File: src/hdl/absorbing_boundary_field_update_assert.svh
// Assertion macros shared by the boundary update RTL.
`ifndef ABSORBING_BOUNDARY_FIELD_UPDATE_ASSERT_SVH
`define ABSORBING_BOUNDARY_FIELD_UPDATE_ASSERT_SVH

// Same-cycle implication, sampled on i_clk, off during reset.
`define ABFU_ASSERT_IMP(lbl, ante, cons, msg) \
    lbl: assert property (@(posedge i_clk) disable iff (!i_rst_n) (ante) |-> (cons)) \
        else $error(msg);

// Next-cycle implication, sampled on i_clk, off during reset.
`define ABFU_ASSERT_NXT(lbl, ante, cons, msg) \
    lbl: assert property (@(posedge i_clk) disable iff (!i_rst_n) (ante) |=> (cons)) \
        else $error(msg);

`endif

File: src/hdl/abfu_pkg.sv
`timescale 1ns / 1ps
`default_nettype none

package abfu_pkg;

    // Quotient width of the dividers and fraction bits of Q16.16
    localparam int QW        = 32;
    localparam int FRAC      = 16;
    localparam int TW        = 48;
    localparam int CELLS_DEF = 1024;

    localparam logic signed [31:0] MAX32 = 32'sh7fff_ffff;
    localparam logic signed [31:0] MIN32 = 32'sh8000_0000;
    localparam logic signed [48:0] MAX49 = 49'sh0_7fff_ffff;
    localparam logic signed [48:0] MIN49 = -49'sh0_8000_0000;

    // One memory word: prior values of both components
    typedef struct packed {
        logic signed [31:0] a;
        logic signed [31:0] b;
    } t_prior;

    // Q16.16 product scaled back, truncating toward zero
    function automatic logic signed [TW-1:0] trunc_q(input logic signed [63:0] p);
        logic signed [63:0] t;
        t = p + (p[63] ? ((64'sd1 <<< FRAC) - 64'sd1) : 64'sd0);
        return t[63:FRAC];
    endfunction

    // Signed, saturated result from an unsigned quotient and an overflow flag
    function automatic logic signed [31:0] sat_div(input logic [31:0] q,
                                                   input logic ovf,
                                                   input logic neg);
        logic signed [31:0] r;
        if (ovf) begin
            r = neg ? MIN32 : MAX32;
        end else if (neg) begin
            r = (q > 32'h8000_0000) ? MIN32 : -$signed(q);
        end else begin
            r = q[31] ? MAX32 : $signed(q);
        end
        return r;
    endfunction

    // Clamp a 49-bit sum to the signed 32-bit range
    function automatic logic signed [31:0] sat49(input logic signed [48:0] v);
        logic signed [31:0] r;
        if (v > MAX49) begin
            r = MAX32;
        end else if (v < MIN49) begin
            r = MIN32;
        end else begin
            r = v[31:0];
        end
        return r;
    endfunction

endpackage

`default_nettype wire

File: src/hdl/abfu_div.sv
`timescale 1ns / 1ps
`default_nettype none

// Pipelined restoring divider: one quotient bit per stage, QW stages plus an
// input register. Only QW quotient bits are formed; a larger quotient is flagged.
module abfu_div
    import abfu_pkg::*;
#(
    parameter int NW = 48,
    parameter int SW = 1
) (
    input  wire logic          i_clk,
    input  wire logic          i_en,
    input  wire logic [NW-1:0] i_n,
    input  wire logic [QW-1:0] i_d,
    input  wire logic [SW-1:0] i_sb,
    output logic      [QW-1:0] o_q,
    output logic               o_ovf,
    output logic      [SW-1:0] o_sb
);

    logic [QW-1:0] r_rem [0:QW];
    logic [QW-1:0] r_low [0:QW];
    logic [QW-1:0] r_q   [0:QW];
    logic [QW-1:0] r_d   [0:QW];
    logic          r_ovf [0:QW];
    logic [SW-1:0] r_sb  [0:QW];

    logic [QW-1:0] n_rem [0:QW-1];
    logic [QW-1:0] n_low [0:QW-1];
    logic [QW-1:0] n_q   [0:QW-1];
    logic [QW:0]   w_t   [0:QW-1];
    logic          w_ge  [0:QW-1];

    // one trial subtract per stage
    always_comb begin
        for (int k = 0; k < QW; k++) begin
            w_t[k]   = {r_rem[k], r_low[k][QW-1]};
            w_ge[k]  = (w_t[k] >= {1'b0, r_d[k]});
            n_rem[k] = w_ge[k] ? QW'(w_t[k] - {1'b0, r_d[k]}) : w_t[k][QW-1:0];
            n_low[k] = {r_low[k][QW-2:0], 1'b0};
            n_q[k]   = {r_q[k][QW-2:0], w_ge[k]};
        end
    end

    // stage registers, frozen together when the pipe stalls
    always_ff @(posedge i_clk) begin
        if (i_en) begin
            r_rem[0] <= QW'(i_n[NW-1:QW]);
            r_low[0] <= i_n[QW-1:0];
            r_q[0]   <= '0;
            r_d[0]   <= i_d;
            r_ovf[0] <= (QW'(i_n[NW-1:QW]) >= i_d);
            r_sb[0]  <= i_sb;
            for (int k = 0; k < QW; k++) begin
                r_rem[k+1] <= n_rem[k];
                r_low[k+1] <= n_low[k];
                r_q[k+1]   <= n_q[k];
                r_d[k+1]   <= r_d[k];
                r_ovf[k+1] <= r_ovf[k];
                r_sb[k+1]  <= r_sb[k];
            end
        end
    end

    assign o_q   = r_q[QW];
    assign o_ovf = r_ovf[QW];
    assign o_sb  = r_sb[QW];

endmodule

`default_nettype wire

File: config.mk
export PLATFORM = sky130hd
export DESIGN_NAME = abfu_div
export DESIGN_NICKNAME = d
export VERILOG_FILES = /design/src/hdl/absorbing_boundary_field_update_assert.svh /design/src/hdl/abfu_pkg.sv /design/src/hdl/abfu_div.sv
export SDC_FILE = /design/constraint.sdc
export NUM_CORES = 2
export LEC_CHECK = 0
export BUFFER_PORTS_ARGS = -buffer_cell sky130_fd_sc_hd__buf_2
export CAP_MARGIN = 10
export CORE_MARGIN = 4
export CORE_UTILIZATION = 25
export CTS_BUF_LIST = sky130_fd_sc_hd__clkbuf_2 sky130_fd_sc_hd__clkbuf_4 sky130_fd_sc_hd__clkbuf_8
export CTS_CLUSTER_DIAMETER = 80
export CTS_CLUSTER_SIZE = 10
export DETAILED_ROUTE_END_ITERATION = 10
export GPL_TIMING_DRIVEN = 0
export PLACE_DENSITY_LB_ADDON = 0.08
export SYNTH_ARGS = -nofsm -noshare
export SYNTH_HDL_FRONTEND = slang
export SYNTH_MEMORY_MAX_BITS = 65536
export SYNTH_SLANG_ARGS = --single-unit
File: constraint.sdc
create_clock -name i_clk -period 3.4 [get_ports i_clk]
set_input_delay 0.68 -clock i_clk [delete_from_list [all_inputs] [get_ports i_clk]]
set_output_delay 0.68 -clock i_clk [all_outputs]
set_load 0.05 [all_outputs]
==> key figures <==
Power
  • Pwr Density: 956.8 nW/µm²
  • Leak Pwr: 77.22 nW
  • Overall power: about 0.19 W
  • VDD IR max: 0.4063 mV

Finish
  • Fillers: 62290
  • Layout cells sized above 1: 25.15%
  • Layout area overhead: 26.21%
  • Finished Layout Cells: 22550
  • Final net count: 15230

Setup path
  • Crit path arrival time: 4.80 ns
  • Setup crit start: r_d[0][481]
  • CP Max Fanout: 4
  • Family with the most delay on the worst path: compound AO/OA/AOI/OAI gates
  • Slowest CP cell: a221o_1
  • Crit start category: flop
  • Worst endpoint required time: 4.29 ns
  • Slowest stage delay, CP: 0.39 ns
  • CP cell instances: inv_1, ha_1, nor2b_4, o31a_1, a41o_1, o211ai_1, o21ai_2, a221o_1, a21oi_2, nor2_4, a21oi_4, buf_6, clkinvlp_4, mux2_2
  • CP Class: flop to flop
  • Nature of the critical path endpoint: flop
  • Buf/Inv on CP: 3
  • Reg2reg start: r_d[0][481]

Yosys
  • Synth cell types: 101
  • Largest cells by area after synthesis: edfxtp_1 (60%), ha_1 (8.2%), inv_1 (3.1%)
  • Seq cells post-synth: around 3200
  • Synth Area in Simple Gates: 7.742%
  • Post-Synthesis Cells: 12640
  • Post-synthesis xor/xnor area fraction: 4.690%
  • Post-synthesis compound-gate area fraction: between 10% and 20%
  • Mux cell area share after synthesis: under 10%
  • Post-synthesis cell area: 156700 µm²
  • Synth top area share: 60.45%
  • Ys flop type: edfxtp_1
  • Post-Syn Area per Cell: 12.40 µm²
  • Synthesized-area fraction occupied by adder cells: 8.582%
  • Largest family of logic cells by synthesized area: compound AO/OA/AOI/OAI gates
  • Top-count cell post-synth: edfxtp_1
  • Yosys top cell by area: edfxtp_1
  • Synth Warn #: 0
  • Post-synth EDFFs: 3154
  • Post-synthesis sequential area ratio: 60.45%
  • Top cells by instance count after synthesis: edfxtp_1 (3154), inv_1 (1274), ha_1 (1025)
  • Async set-reset flop share out of synthesis: 0%
  • Post-Syn Nets: 13780

Floorplanning
  • Starting Density: about 25%
  • IO Count: 117
  • Total core area: 624100 µm²
  • Die Y: 799.6 µm
  • Die X: around 800 µm
  • Die Footprint: roughly 640000 µm²
  • Row cnt: 290

Flow run
  • Max-Cap Viols: 0

Outcome
  • Failing checks: negative setup slack
  • Status: complete, but fails checks

Clock tree
  • Number of buffers created by CTS: about 400
  • CTS clk-pin slew, worst paths: ~0.08 ns
  • CTS root buf: clkbuf_8
  • CTS Sinks: 3154
  • Clk_lat worst skew: 1.19 ns
  • TritonCTS clock tree: done
  • H-tree depth: 5
  • Clk buf depth: 4

Global route
  • Overflow after GRT: 0
  • GRT Overall Usage: 13.58%
  • Initial antenna violation count: 17
  • Vias in the first global route: between 100k and 150k
  • First-pass GRT wire length: 664100 µm
  • Pin count of the biggest net entering global routing: 177

STA
  • Hold Fails Final Rpt: 0
  • Clock skew: 0.08877 ns
  • Tcrit/Tclk final: 115.0%
  • Setup total negative slack: -122.00 ns
  • Setup ws final: -0.5101 ns
  • Slew margin rel.: 12.03%
  • RSZ-0062 raised after global routing: true
  • Final setup fails: 665
  • Final Critical Period: 3.910 ns
  • Peak Freq: 255.7 MHz
  • Worst Tran Pin Value: 1.320 ns
  • Final Max Tran Viols: 0

Route
  • Post-Route WL: roughly 460000 µm
  • Detailed-route via count: between 100k and 150k
  • Iter 0 DRT Violations: 6297
  • Drt pass-1 iters: 6
  • DRC viols: 0
  • Average routed wire per standard cell: 20.35 µm
  • Vias/cell: 4.530
  • Post-route ant nets: 0

Placement
  • Routability Congestion: between 0.8 and 0.9
  • Setup WS pre-CTS: -1.791 ns
  • Placed cell count: ~21000
  • Port Buf Inserts: between 100 and 150
  • Final HPWL DP: 323000 µm

Hold path
  • Hold_sp: i_en
  • Worst min path class: primary input to flop
[timing repair]
item | 4_1_cts | 5_1_grt
resized for setup | 1919 | 1750
cloned | 53 | 35
hold endpoints to repair | 131 | 0
endpoints found under the setup margin | 1024 | 1015
hold buffers | 88 | 0
pin swaps | 373 | 517
buffers inserted | 452 | 370
[per-layer routing]
| metal | track usage (%) | part of all wire, % | vias to the layer above |
|---|---|---|---|
| li1 | - | - | 49220 |
| met1 | 17.80 | 45 | 50650 |
| met2 | 23.58 | 49 | 1653 |
| met3 | 1.902 | 3.8 | 610 |
| met4 | 3.354 | 2.6 | 8 |
| met5 | 0 | 0.012 | - |
[metrics by stage]
| stage | utilization [%] | cell area, µm² | hold WS [ns] |
|---|---|---|---|
| floorplan | - | 156800 | 0.4003 |
| global placement | 26.88 | 167800 | 0.4002 |
| detailed placement | 26.98 | 168400 | 0.4045 |
| CTS | 30.15 | 188200 | 0.001027 |
| global route | 31.68 | 197700 | 0.06337 |
| finish | 31.68 | 197700 | 0.1335 |
[path summary, 6_finish.rpt]
check                  endpoint  slack (ns)  cells past startpoint
hold / removal     r_low[0][51]        0.13                      2
hold reg to reg    r_ovf[0][22]        0.36                      0
setup reg to reg  r_rem[0][538]       -0.51                     14
setup / recovery  r_rem[0][538]       -0.51                     14
[cell usage in the layout, fill, tap and decap left out, types with 64 or more instances in the layout]
cell / n
clkbuf_8: 409
buf_12: 102
nor3_1: 91
ha_1: 861
o21ai_4: 115
nor2b_1: 121
nand3_1: 191
edfxtp_1: 3154
dlygate4sd3_1: 87
o21ai_2: 253
o21bai_1: 102
buf_6: 143
nor2_1: 536
a21oi_4: 80
nand2b_1: 150
mux2_4: 200
buf_4: 600
a21o_1: 498
xor2_1: 376
xnor2_1: 454
nand2_1: 670
nand4_1: 156
buf_2: 119
mux2_2: 127
o21ai_0: 431
nand2_4: 127
inv_1: 1210
nand2_2: 85
o21a_1: 127
o21ai_1: 94
a21oi_2: 148
ha_4: 112
a21oi_1: 714
clkbuf_16: 64
[cell families after synthesis]
family | count (synthesis)
xor+xnor | 839
flops | 3154
buf+inv | 1525
compound gates | 3121
simple gates | 2585
mux | 358
fa+ha+maj | 1056
[layout make-up]
| type | count | area [µm²] | share of cell area (%) |
|---|---|---|---|
| inverter | 1276 | 4847 | 2.451 |
| timing repair buffer | 1097 | 11070 | 5.600 |
| multi-input combinational | 7960 | 67060 | 33.91 |
| antenna | 7 | 17.52 | 0.008859 |
| clock buffer | 414 | 5598 | 2.831 |
| sequential | 3154 | 94710 | 47.90 |
| buffer | 206 | 2650 | 1.340 |
| clock inverter | 113 | 1375 | 0.6954 |
| tap | 8322 | 10410 | 5.266 |
[flip-flops by register name, summed over array words and instances (netlist names)]
register,flops
r_d,1024
r_rem,1008
r_low,528
r_q,528
r_ovf,33
r_sb,33
[power by group]
group          switching, W  internal (W)  total [W]
Clock                0.0150        0.0127     0.0277
Sequential          0.00649        0.0551     0.0616
Combinational        0.0525        0.0474     0.0999
Note: power is estimated with default switching activity, not from simulation.
